==> src/sv/ffc_pkg.sv <==
// ffc_pkg: shared widths, weights, register indexes and types of the
// rgb565 frame contrast check. no dependencies.
`timescale 1ns / 1ps
`default_nettype none
package ffc_pkg;

	localparam int GRAY_W = 8;
	localparam int SUM_W  = 28;
	localparam int CNT_W  = 21;
	localparam int PROD_W = 24;
	localparam int LOW_W  = 7;
	localparam int STEP_W = 8;
	localparam int CFG_IW = 8;
	localparam int CFG_DW = 8;

	localparam logic [CNT_W-1:0] MAX_PIXELS = CNT_W'(1048576);

	// q0.16 luma weights
	localparam logic [15:0] W_BLUE  = 16'd7471;
	localparam logic [15:0] W_GREEN = 16'd38470;
	localparam logic [15:0] W_RED   = 16'd19589;

	localparam logic [CFG_IW-1:0] REG_MEAN_FLOOR  = CFG_IW'(0);
	localparam logic [CFG_IW-1:0] REG_MARGIN_STEP = CFG_IW'(1);

	localparam logic [LOW_W-1:0]  MEAN_FLOOR_RST  = LOW_W'(20);
	localparam logic [STEP_W-1:0] MARGIN_STEP_RST = STEP_W'(25);

	localparam int FIFO_DEPTH = 4;
	localparam int FIFO_AW    = $clog2(FIFO_DEPTH);
	localparam int FIFO_CW    = $clog2(FIFO_DEPTH + 1);

	typedef struct packed {
		logic [SUM_W-1:0]  sum;
		logic [CNT_W-1:0]  count;
		logic [GRAY_W-1:0] min;
		logic [GRAY_W-1:0] max;
	} frame_t;

	typedef struct packed {
		logic [LOW_W-1:0]  mean_floor;
		logic [STEP_W-1:0] margin_step;
	} cfg_t;

endpackage
`default_nettype wire

==> src/sv/rgb565_frame_contrast_check_unit.sv <==
// rgb565_frame_contrast_check_unit: top level with configuration registers.
// depends on ffc_pkg, ffc_front, ffc_fifo and ffc_back.
// The unit takes one rgb565 pixel per cycle while full is low and gives one
// request on the result side per frame, on the pixel marked last: accepted,
// mean, min and max gray. Gray conversion is a two-stage pipeline ahead of the
// statistics registers; each finished frame is queued (4 entries) for the back
// end, which divides sum by count with one quotient bit per cycle and holds the
// result in its output register until it is popped. Full rises only when the
// frame queue, counting frames still in the pipeline, is full, which happens
// when frames arrive faster than the back end divides them or when results are
// not taken.
// Configuration writes are taken at once (ready is always high) and should be
// made while no frame is in progress.
`timescale 1ns / 1ps
`default_nettype none
module rgb565_frame_contrast_check_unit (
	input  wire logic                         clk,
	input  wire logic                         arst_n,
	input  wire logic                         push,
	output logic                              full,
	input  wire logic [15:0]                  pixel,
	input  wire logic                         last,
	output logic                              empty,
	input  wire logic                         pop,
	output logic                              accepted,
	output logic [ffc_pkg::GRAY_W-1:0]        mean_gray,
	output logic [ffc_pkg::GRAY_W-1:0]        min_gray,
	output logic [ffc_pkg::GRAY_W-1:0]        max_gray,
	input  wire logic                         cfg_valid,
	output logic                              cfg_ready,
	input  wire logic [ffc_pkg::CFG_IW-1:0]   cfg_index,
	input  wire logic [ffc_pkg::CFG_DW-1:0]   cfg_data
);

	ffc_pkg::cfg_t                   cfg_q;
	ffc_pkg::frame_t                 q_din, q_dout;
	logic                            q_push, q_pop, q_empty;
	logic [ffc_pkg::FIFO_CW-1:0]     q_count;

	assign cfg_ready = 1'b1;

	always_ff @(posedge clk or negedge arst_n) begin
		if (!arst_n) begin
			cfg_q.mean_floor  <= ffc_pkg::MEAN_FLOOR_RST;
			cfg_q.margin_step <= ffc_pkg::MARGIN_STEP_RST;
		end else if (cfg_valid && cfg_ready) begin
			case (cfg_index)
				ffc_pkg::REG_MEAN_FLOOR: begin
					cfg_q.mean_floor <= cfg_data[ffc_pkg::LOW_W-1:0];
				end
				ffc_pkg::REG_MARGIN_STEP: begin
					cfg_q.margin_step <= cfg_data[ffc_pkg::STEP_W-1:0];
				end
				default: begin
				end
			endcase
		end
	end

	ffc_front u_front (
		.clk     (clk),
		.arst_n  (arst_n),
		.push    (push),
		.full    (full),
		.pixel   (pixel),
		.last    (last),
		.q_count (q_count),
		.q_push  (q_push),
		.q_din   (q_din)
	);

	ffc_fifo u_fifo (
		.clk    (clk),
		.arst_n (arst_n),
		.push   (q_push),
		.din    (q_din),
		.pop    (q_pop),
		.dout   (q_dout),
		.empty  (q_empty),
		.count  (q_count)
	);

	ffc_back u_back (
		.clk       (clk),
		.arst_n    (arst_n),
		.cfg       (cfg_q),
		.q_empty   (q_empty),
		.q_dout    (q_dout),
		.q_pop     (q_pop),
		.pop       (pop),
		.empty     (empty),
		.accepted  (accepted),
		.mean_gray (mean_gray),
		.min_gray  (min_gray),
		.max_gray  (max_gray)
	);

endmodule
`default_nettype wire

==> src/sv/ffc_front.sv <==
// ffc_front: pixel intake, gray conversion pipeline and per-frame statistics.
// depends on ffc_pkg; pushes one frame_t record per frame into ffc_fifo.
`timescale 1ns / 1ps
`default_nettype none
module ffc_front (
	input  wire logic                       clk,
	input  wire logic                       arst_n,
	input  wire logic                       push,
	output logic                            full,
	input  wire logic [15:0]                pixel,
	input  wire logic                       last,
	input  wire logic [ffc_pkg::FIFO_CW-1:0] q_count,
	output logic                            q_push,
	output ffc_pkg::frame_t                 q_din
);

	logic                           take;
	logic [7:0]                     red8, green8, blue8;
	logic                           vld_s1, last_s1;
	logic [ffc_pkg::PROD_W-1:0]     prod_r_s1, prod_g_s1, prod_b_s1;
	logic [ffc_pkg::PROD_W:0]       wsum;
	logic                           vld_s2, last_s2;
	logic [ffc_pkg::GRAY_W-1:0]     gray_s2;
	logic [ffc_pkg::GRAY_W-1:0]     min_q, max_q, min_n, max_n;
	logic [ffc_pkg::SUM_W-1:0]      sum_q, sum_n;
	logic [ffc_pkg::CNT_W-1:0]      cnt_q, cnt_n;
	logic                           room;
	logic [ffc_pkg::FIFO_CW:0]      occupancy;

	// frames in flight must always have a queue slot
	assign occupancy = {1'b0, q_count} + {{ffc_pkg::FIFO_CW{1'b0}}, vld_s1 & last_s1}
		+ {{ffc_pkg::FIFO_CW{1'b0}}, vld_s2 & last_s2};
	assign full = occupancy >= (ffc_pkg::FIFO_CW + 1)'(ffc_pkg::FIFO_DEPTH);
	assign take = push & ~full;

	assign red8   = {pixel[15:11], 3'b000};
	assign green8 = {pixel[10:5], 2'b00};
	assign blue8  = {pixel[4:0], 3'b000};

	always_ff @(posedge clk or negedge arst_n) begin
		if (!arst_n) begin
			vld_s1 <= 1'b0;
			vld_s2 <= 1'b0;
		end else begin
			vld_s1 <= take;
			vld_s2 <= vld_s1;
		end
	end

	always_ff @(posedge clk) begin
		last_s1   <= last;
		prod_r_s1 <= ffc_pkg::W_RED * red8;
		prod_g_s1 <= ffc_pkg::W_GREEN * green8;
		prod_b_s1 <= ffc_pkg::W_BLUE * blue8;
		last_s2   <= last_s1;
		gray_s2   <= wsum[23:16];
	end

	assign wsum = {1'b0, prod_b_s1} + {1'b0, prod_g_s1} + {1'b0, prod_r_s1};

	// pixels past the frame limit leave the statistics alone
	always_comb begin
		room  = cnt_q < ffc_pkg::MAX_PIXELS;
		min_n = (room && gray_s2 < min_q) ? gray_s2 : min_q;
		max_n = (room && gray_s2 > max_q) ? gray_s2 : max_q;
		sum_n = room ? sum_q + {{(ffc_pkg::SUM_W - ffc_pkg::GRAY_W){1'b0}}, gray_s2} : sum_q;
		cnt_n = room ? cnt_q + 1'b1 : cnt_q;
	end

	always_ff @(posedge clk or negedge arst_n) begin
		if (!arst_n) begin
			min_q <= '1;
			max_q <= '0;
			sum_q <= '0;
			cnt_q <= '0;
		end else if (vld_s2) begin
			if (last_s2) begin
				min_q <= '1;
				max_q <= '0;
				sum_q <= '0;
				cnt_q <= '0;
			end else begin
				min_q <= min_n;
				max_q <= max_n;
				sum_q <= sum_n;
				cnt_q <= cnt_n;
			end
		end
	end

	assign q_push      = vld_s2 & last_s2;
	assign q_din.sum   = sum_n;
	assign q_din.count = cnt_n;
	assign q_din.min   = min_n;
	assign q_din.max   = max_n;

`ifndef SYNTHESIS
	a_min_le_max: assert property (@(posedge clk) disable iff (!arst_n)
		(cnt_q != '0) |-> (min_q <= max_q))
		else $error("running min above running max");
	a_cnt_limit: assert property (@(posedge clk) disable iff (!arst_n)
		cnt_q <= ffc_pkg::MAX_PIXELS)
		else $error("pixel count beyond frame limit");
`endif

endmodule
`default_nettype wire

==> src/sv/ffc_fifo.sv <==
// ffc_fifo: short queue of frame statistics between front and back.
// depends on ffc_pkg for depth and the frame_t record.
`timescale 1ns / 1ps
`default_nettype none
module ffc_fifo (
	input  wire logic                        clk,
	input  wire logic                        arst_n,
	input  wire logic                        push,
	input  wire ffc_pkg::frame_t             din,
	input  wire logic                        pop,
	output ffc_pkg::frame_t                  dout,
	output logic                             empty,
	output logic [ffc_pkg::FIFO_CW-1:0]      count
);

	ffc_pkg::frame_t                 mem [ffc_pkg::FIFO_DEPTH];
	logic [ffc_pkg::FIFO_AW-1:0]     wr_ptr_q, rd_ptr_q;
	logic [ffc_pkg::FIFO_CW-1:0]     cnt_q;

	always_ff @(posedge clk) begin
		if (push) begin
			mem[wr_ptr_q] <= din;
		end
	end

	always_ff @(posedge clk or negedge arst_n) begin
		if (!arst_n) begin
			wr_ptr_q <= '0;
			rd_ptr_q <= '0;
			cnt_q    <= '0;
		end else begin
			if (push) begin
				wr_ptr_q <= wr_ptr_q + 1'b1;
			end
			if (pop) begin
				rd_ptr_q <= rd_ptr_q + 1'b1;
			end
			if (push && !pop) begin
				cnt_q <= cnt_q + 1'b1;
			end else if (pop && !push) begin
				cnt_q <= cnt_q - 1'b1;
			end
		end
	end

	assign dout  = mem[rd_ptr_q];
	assign empty = cnt_q == '0;
	assign count = cnt_q;

`ifndef SYNTHESIS
	a_no_overflow: assert property (@(posedge clk) disable iff (!arst_n)
		push |-> (cnt_q != ffc_pkg::FIFO_CW'(ffc_pkg::FIFO_DEPTH) || pop))
		else $error("frame queue overflow");
	a_no_underflow: assert property (@(posedge clk) disable iff (!arst_n)
		pop |-> (cnt_q != '0))
		else $error("frame queue underflow");
`endif

endmodule
`default_nettype wire

==> src/sv/ffc_back.sv <==
// ffc_back: per-frame mean by shift-subtract division and the contrast decision.
// depends on ffc_pkg; takes frame records from ffc_fifo, holds one result.
`timescale 1ns / 1ps
`default_nettype none
module ffc_back (
	input  wire logic                        clk,
	input  wire logic                        arst_n,
	input  wire ffc_pkg::cfg_t               cfg,
	input  wire logic                        q_empty,
	input  wire ffc_pkg::frame_t             q_dout,
	output logic                             q_pop,
	input  wire logic                        pop,
	output logic                             empty,
	output logic                             accepted,
	output logic [ffc_pkg::GRAY_W-1:0]       mean_gray,
	output logic [ffc_pkg::GRAY_W-1:0]       min_gray,
	output logic [ffc_pkg::GRAY_W-1:0]       max_gray
);

	localparam logic [1:0] ST_IDLE = 2'd0;
	localparam logic [1:0] ST_DIV  = 2'd1;
	localparam logic [1:0] ST_DONE = 2'd2;

	logic [1:0]                      st_q;
	logic [ffc_pkg::SUM_W-1:0]       rem_q;
	logic [ffc_pkg::CNT_W-1:0]       div_q;
	logic [ffc_pkg::GRAY_W-1:0]      quo_q, min_q, max_q;
	logic [2:0]                      idx_q;
	logic [ffc_pkg::SUM_W:0]         shifted, diff;
	logic                            ovld_q, acc_q;
	logic [ffc_pkg::GRAY_W-1:0]      mean_q, omin_q, omax_q;
	logic [ffc_pkg::GRAY_W-1:0]      mean, low8, hi_lim, step_lim, thmin, thmax;
	logic                            ok, load;

	// mean never exceeds 255, so eight quotient bits suffice
	assign shifted = (ffc_pkg::SUM_W + 1)'(div_q) << idx_q;
	assign diff    = {1'b0, rem_q} - shifted;
	assign q_pop   = (st_q == ST_IDLE) && !q_empty;

	always_comb begin
		mean     = (div_q == '0) ? '0 : quo_q;
		low8     = {1'b0, cfg.mean_floor};
		hi_lim   = 8'd255 - low8;
		step_lim = 8'd255 - cfg.margin_step;
		thmin    = (mean > cfg.margin_step) ? mean - cfg.margin_step : '0;
		thmax    = (mean < step_lim) ? mean + cfg.margin_step : 8'd255;
		ok       = (div_q != '0) && (mean > low8) && (mean < hi_lim)
			&& (min_q < thmin) && (max_q > thmax);
	end

	assign load = (st_q == ST_DONE) && (!ovld_q || pop);

	always_ff @(posedge clk or negedge arst_n) begin
		if (!arst_n) begin
			st_q <= ST_IDLE;
		end else begin
			case (st_q)
				ST_IDLE: begin
					if (!q_empty) begin
						st_q <= ST_DIV;
					end
				end
				ST_DIV: begin
					if (idx_q == '0) begin
						st_q <= ST_DONE;
					end
				end
				ST_DONE: begin
					if (load) begin
						st_q <= ST_IDLE;
					end
				end
				default: st_q <= ST_IDLE;
			endcase
		end
	end

	always_ff @(posedge clk) begin
		if (q_pop) begin
			rem_q <= q_dout.sum;
			div_q <= q_dout.count;
			min_q <= q_dout.min;
			max_q <= q_dout.max;
			quo_q <= '0;
			idx_q <= 3'd7;
		end else if (st_q == ST_DIV) begin
			if (!diff[ffc_pkg::SUM_W]) begin
				rem_q        <= diff[ffc_pkg::SUM_W-1:0];
				quo_q[idx_q] <= 1'b1;
			end
			idx_q <= idx_q - 1'b1;
		end
	end

	always_ff @(posedge clk or negedge arst_n) begin
		if (!arst_n) begin
			ovld_q <= 1'b0;
		end else if (load) begin
			ovld_q <= 1'b1;
		end else if (pop) begin
			ovld_q <= 1'b0;
		end
	end

	always_ff @(posedge clk) begin
		if (load) begin
			acc_q  <= ok;
			mean_q <= mean;
			omin_q <= min_q;
			omax_q <= max_q;
		end
	end

	assign empty     = !ovld_q;
	assign accepted  = acc_q;
	assign mean_gray = mean_q;
	assign min_gray  = omin_q;
	assign max_gray  = omax_q;

`ifndef SYNTHESIS
	a_rem_below_div: assert property (@(posedge clk) disable iff (!arst_n)
		(st_q == ST_DONE && div_q != '0)
			|-> (rem_q < {{(ffc_pkg::SUM_W - ffc_pkg::CNT_W){1'b0}}, div_q}))
		else $error("division remainder not below divisor");
	a_accept_spread: assert property (@(posedge clk) disable iff (!arst_n)
		(ovld_q && acc_q) |-> (omin_q < mean_q && omax_q > mean_q))
		else $error("accepted frame without spread around mean");
`endif

endmodule
`default_nettype wire

==> config.mk <==
export PLATFORM = sky130hd
export DESIGN_NAME = rgb565_frame_contrast_check_unit
export DESIGN_NICKNAME = d
export VERILOG_FILES = /design/src/sv/ffc_pkg.sv /design/src/sv/rgb565_frame_contrast_check_unit.sv /design/src/sv/ffc_front.sv /design/src/sv/ffc_fifo.sv /design/src/sv/ffc_back.sv
export SDC_FILE = /design/constraint.sdc
export NUM_CORES = 1
export LEC_CHECK = 0
export BUFFER_PORTS_ARGS = -buffer_cell sky130_fd_sc_hd__buf_2
export CORE_MARGIN = 4
export CORE_UTILIZATION = 30
export DETAILED_ROUTE_END_ITERATION = 12
export GPL_ROUTABILITY_DRIVEN = 1
export GPL_TIMING_DRIVEN = 0
export PLACE_DENSITY_LB_ADDON = 0.08
export SLEW_MARGIN = 30
export SYNTH_ARGS = -nofsm -noshare
export SYNTH_HDL_FRONTEND = slang
export SYNTH_SLANG_ARGS = --single-unit
==> constraint.sdc <==
create_clock -name clk -period 5.4 [get_ports clk]
set_clock_uncertainty 0.2 [all_clocks]
set_input_delay 0.81 -clock clk [delete_from_list [all_inputs] [get_ports clk]]
set_output_delay 0.81 -clock clk [all_outputs]
set_load 0.01 [all_outputs]
Word level (Yosys, flattened, before mapping)
Memory sizes are Yosys's and may differ from the RTL's.
Index checks and enable logic that the tools add are counted.

word-level totals
  output and inout port bits = 28
  bits in registers = 262
  logic and storage cells = 131
  input port bits = 38
  memory bits (writable) = 260
  memories = 1

operators by class
  add/sub/neg operators = 16
  shift operators = 1
  reduce and logical (&&, ||, !) cells = 30
  $lt $le $gt $ge = 12
  bitwise gates (word level) = 6
  mux-type cells = 26
  multiply operators = 3
  eq/ne operators = 7

memories
  name        words  bits a word  read ports  clocked after memory_dff  write ports  line            text
  u_fifo.mem  4      65           1           0                         1            ffc_fifo.sv:16  ffc_pkg::frame_t mem [ffc_pkg::FIFO_DEPTH];

operators with widths
  kind                                                 number
  two-way mux 28 bit                                   5
  two-way mux 8 bit                                    7
  two-way mux 21 bit                                   2
  < comparator 8 bit                                   4
  left shift 21 x 3 -> 29 bit                          1
  subtractor 28 x 29 -> 29 bit                         1
  adder 28 x 8 -> 28 bit                               1
  adder 21 x 24 -> 24 bit                              1
  adder 24 x 23 -> 24 bit                              1
  > comparator 8 bit                                   3
  adder 21 x 1 -> 21 bit, second input constant        1
  logical NOT 21 bit                                   1
  < comparator 21 bit, second input constant           1
  multiplier 15 x 6 -> 21 bit, first input constant    1
  nonzero test 21 bit                                  1
  multiplier 15 x 5 -> 20 bit, first input constant    1
  multiplier 13 x 5 -> 18 bit, first input constant    1
  logical AND 1 bit                                    11
  adder 8 bit                                          1
  equality test 8 x 1 -> 1 bit, second input constant  1
  > comparator 8 x 7 -> 1 bit                          1
  logical NOT 8 bit                                    1
  bitwise OR 8 bit                                     1
  AND reduction 2 bit                                  4
  28 further kinds                                     48

Depth between registers and ports, before layout
  depth after elaboration = 7
  depth in mapped cells = 22
  depth with buffers taken out = 22

Modules after synthesis
A second synthesis with hierarchy kept.

unflattened totals
  cell total of the unflattened synthesis = 2,198
  area, all modules = 28,118.2 µm²

by module, submodules not included
  module                            area each (µm²)  instances  cells each  seq. area each (µm²)
  ffc_front                         10,239.8         1          1,053       3,067.9
  ffc_fifo                          9,800.6          1          373         7,982.7
  ffc_back                          7,433.4          1          734         2,997.9
  rgb565_frame_contrast_check_unit  644.4            1          38          381.6

Least setup slack after synthesis
Ideal clock, no wire load.

  path type = reg-to-reg
  from = reg u_back.idx_q[1]
  to = reg u_back.rem_q[0] (netlist bit), enable pin
  path buffers = 3
  stages on the path, launching flop included = 14
  data required time = 4.748 ns
  period minus slack after synthesis = 5.818 ns
  slack = -0.418 ns
  arrival time = 5.166 ns
  library setup time = 0.452 ns
  path through = dfxtp_1 > clkbuf_1 > clkbuf_1 > clkbuf_1 > nor2_1 > and3_1 > ha_1 > fa_1 > nor2b_1 > o31a_1 > o221ai_1 > a21oi_1 > a2111oi_0 > o21ai_0

on the way
  cells in the longest elaborated chain, start to end = 4

RTL lines
  item                           line            text
  from (decl)                    ffc_back.sv:28  logic [2:0] idx_q;
  from (signal assigned)         ffc_back.sv:91  idx_q <= idx_q - 1'b1;
  left shift 21 x 3 -> 29 bit    ffc_back.sv:36  assign shifted = (ffc_pkg::SUM_W + 1)'(div_q) << idx_q;
  subtractor 28 x 29 -> 29 bit   ffc_back.sv:37  assign diff = {1'b0, rem_q} - shifted;
  != test 2 bit (no line)        -
  AND reduction 2 bit (no line)  -
  to (signal assigned)           ffc_back.sv:80  rem_q <= q_dout.sum;
  to (signal assigned)           ffc_back.sv:88  rem_q <= diff[ffc_pkg::SUM_W-1:0];
  to (decl)                      ffc_back.sv:25  logic [ffc_pkg::SUM_W-1:0] rem_q;

No other way between the ends.
A chain may end at the register's enable or synchronous reset.

Worst setup path after layout
  from = reg u_back.div_q[6] (netlist bit)
  to = reg u_back.acc_q (netlist: u_back.accepted), data pin

on the way
  cells in the longest elaborated chain, start to end = 7
  elaborated cells between the ends (all ways) = 17
  classes of those cells = add/sub: 2; order compare: 6; mux: 3; reduce/logical: 6

RTL lines
  item                                                     line                            text
  from (decl)                                              ffc_back.sv:26                  logic [ffc_pkg::CNT_W-1:0] div_q;
  from (signal assigned)                                   ffc_back.sv:81                  div_q <= q_dout.count;
  logical NOT 21 bit (*)                                   ffc_back.sv:41                  mean = (div_q == '0) ? '0 : quo_q;
  two-way mux 8 bit (*)                                    ffc_back.sv:41
  named net u_back.mean (one bit)                          ffc_back.sv:32                  logic [ffc_pkg::GRAY_W-1:0] mean, low8, hi_lim, step_lim, thmin, thmax;
  subtractor 8 bit, or another cell as far along           ffc_back.sv:45                  thmin = (mean > cfg.margin_step) ? mean - cfg.margin_step : '0;
  two-way mux 8 bit or logical AND 1 bit (tied branches)   ffc_back.sv:45, ffc_back.sv:47
  < comparator 8 bit or logical AND 1 bit (tied branches)  ffc_back.sv:48, ffc_back.sv:47
  logical AND 1 bit                                        ffc_back.sv:48                  && (min_q < thmin) && (max_q > thmax);
  logical AND 1 bit (*)                                    ffc_back.sv:48
  named net u_back.ok                                      ffc_back.sv:33                  logic ok, load;
  to (signal assigned)                                     ffc_back.sv:107                 acc_q <= ok;
  to (decl)                                                ffc_back.sv:30                  logic ovld_q, acc_q;

The timed path passes the listed nets; every way through them passes the cells marked *.

==> out/qor.yml <==
async_flop_share: 0.1762
wl_per_cell_um: 19.94
ys_top_cells_by_area: "edfxtp_1, ha_1, dfrtp_1"
grt_util_met2: 0.2525
hold_viol_final: 0
multi_input_area_sq_um: 12320
startpoint_type: "flop"
vias_per_cell: 4.857
dr.pass1.iters: 6
maxCapViolCount: 0
seqCellArea_sq_um: 14430
synthTopCellsByCount: "edfxtp_1, ha_1, inv_1"
vias: 17070
io_pins: 66
grt_pass1_vias: 17840
yosys_warnings: 0
r2r_cells: 23
p_per_area_nw_per_um2: 610.8
cts_buffers: 61
met3_usage: 0.01872
ant_nets: 0
dieWidth_um: 310.4
crit_path_max_fanout: 5
finalSetupTns_ns: 0
fin_area_sq_um: 31740
initial_core_util: 0.3035
fin_cells: 3515
syn_area_per_cell_sq_um: 12.88
num-nets-final: 2606
globalRouteTotalUtil: 0.1470
globalplace.congestion: 0.8144
final_core_util: 0.3510
core-area_sq_um: 90420
grt_pass1_wl_um: 108000
path_clk_slew_ns: 0.06
ys_seq_area_frac: 0.5259
finalCritPeriodShare: 0.9449
ys_types: 81
end_kind: "flop"
gr-total-overflow: 0
peakVddDrop_uv: 269.4
synth_top_area_frac: 0.3830
slew_violations: 0
crit_arrival_ns: 5.27
synth_nets: 2451
hold_depth: 1
io_buffers: 64
die_h_um: 310.4
rows: 110
busiest_layer: "met2"
drive_gt1_frac: 0.1506
rsz0062_at_grt: "no"
die_area_sq_um: 96370
synth.most_common_cell: "edfxtp_1"
met1_usage: 0.1961
critical_path_class: "flop to flop"
dpl.hpwl_um: 51630
areaGrowthSynthToFinish_pct: 15.66
fill_cells: 8859
setup_viol: 0
hp-class: "primary input to flop"
cts_tree: "built"
clockBufferDepth: 3
min_period_ns: 5.102
grt_max_degree: 65
synth-seq-cells: 522
route.detailed.drc: 0
root_buffer: "clkbuf_16"
worst_pin_slew_ns: 0.9323
clk_latency_ns: 0.63
synthCells: 2131
drtIter0Drc: 919
slew_headroom: 0.3719
clock-sinks: 522
cts_max_level: 2
placedCellCount: 3383
syn_area_sq_um: 27440
cellLeakagePower_nw: 12.43
grt_antenna_before_repair: 0
status: "finished clean"
routed_wl_um: 70100
yosysTopAreaCell: "edfxtp_1"
synth_edf_count: 350
synth_ff_type: "edfxtp_1"
cp.required_ns: 5.57
fmaxAchievable_mhz: 196.0
placed_area_sq_um: 29560
-- registers in the layout, indices dropped and copies added (netlist names), 15 cells and up --
signal	flops
u_fifo.mem	260
u_back.rem_q	28
u_front.sum_q	28
u_back.div_q	21
u_front.cnt_q	21
u_front.prod_g_s1	21
u_front.prod_r_s1	20
u_front.prod_b_s1	18
cfg_q	15
-- metal layers --
metal | wire (um) | vias to the layer above
met3 | 2121 | 105
met4 | 1841 | 0
met5 | 0 | -
met1 | 32260 | 8436
li1 | - | 8273
met2 | 33870 | 259
-- where the power goes --
group	internal (mW)	switching, mW
clock network	2.37	1.68
registers	5.73	0.538
logic	3.74	5.32
-- layout make-up --
type / count / share of cell area
plain buffers: 70 / 0.009067
multi-input cells: 1398 / 0.3882
flip-flops and latches: 522 / 0.4547
diodes: 1 / 0.00007885
well taps: 1176 / 0.04636
clock inverters: 32 / 0.009186
inverters: 141 / 0.01679
repair buffers: 92 / 0.02239
clock buffers: 83 / 0.05322
-- cell families after synthesis --
logic type | Yosys count | share of synthesized area
DFF | 522 | 0.5259
and+or+nand+nor | 455 | 0.08189
AOI/OAI and AO/OA | 392 | 0.09498
adders and majority gates | 282 | 0.1398
buffers and inverters | 211 | 0.02918
muxes | 140 | 0.08732
xor gates and xnor gates | 128 | 0.04085
other | 1 | 0.0001367
-- worst max-delay path, cell delays in order (launching register included) --
cell and delay (ns):
edfxtp_1 0.48, nor4_2 0.30, nand4_1 0.26, nor4_4 0.22, buf_4 0.17, nand2b_4 0.16, clkinvlp_4 0.15, ha_4 0.31
o21bai_1 0.08, a21oi_1 0.16, o21ai_0 0.09, a21oi_1 0.16, o21ai_0 0.14, a221o_1 0.37, nor2_1 0.14, ha_1 0.25
nor2b_1 0.13, o21a_1 0.16, o21a_1 0.16, o21a_1 0.16, o21a_1 0.16, o21ai_0 0.16, a21oi_1 0.10, and3_1 0.19
-- stage by stage --
stage	setup WS (ns)	hold WS (ns)	total power, mW
after global placement	-1.649	0.1507	15.21
final	0.2978	0.1560	19.39
after detailed placement	-0.4736	0.1593	15.42
after CTS	0.01281	0.1046	19.63
after global routing	0.0008424	0.1237	20.90
after floorplan	0.3381	0.1313	12.62
-- what timing repair did --
action	4_1_cts	5_1_grt
hold buffers	1	0
gates resized for setup	5	11
pin swaps	4	4
endpoints found under the setup margin	1	38
setup buffers	5	10
hold endpoints to repair	23	0
-- layout by cell type, fill, tap and decap left out, types with 61 or more instances in the layout --
cell type  count
o21ai_0       82
mux4_2        77
dfxtp_1       80
dfrtp_1       79
a21oi_1       98
inv_1        138
nand2_1      102
edfxtp_1     350
nor2_1       128
clkbuf_16     61
clkbuf_1      64
buf_2         67
ha_1         240
xnor2_1       80
-- final timing paths --
check	startpoint	to	slack [ns]
min in group asynchronous	arst_n	u_front.sum_q[13]	0.46
max in group asynchronous	arst_n	u_front.min_q[1]	3.80
hold reg to reg	u_front.last_s1	u_front.last_s2	0.16
hold / removal	last	u_front.last_s1	0.16
setup / recovery	u_back.div_q[6]	u_back.accepted	0.30
setup reg to reg	u_back.div_q[6]	u_back.accepted	0.30
(Power assumes the default switching activity.)
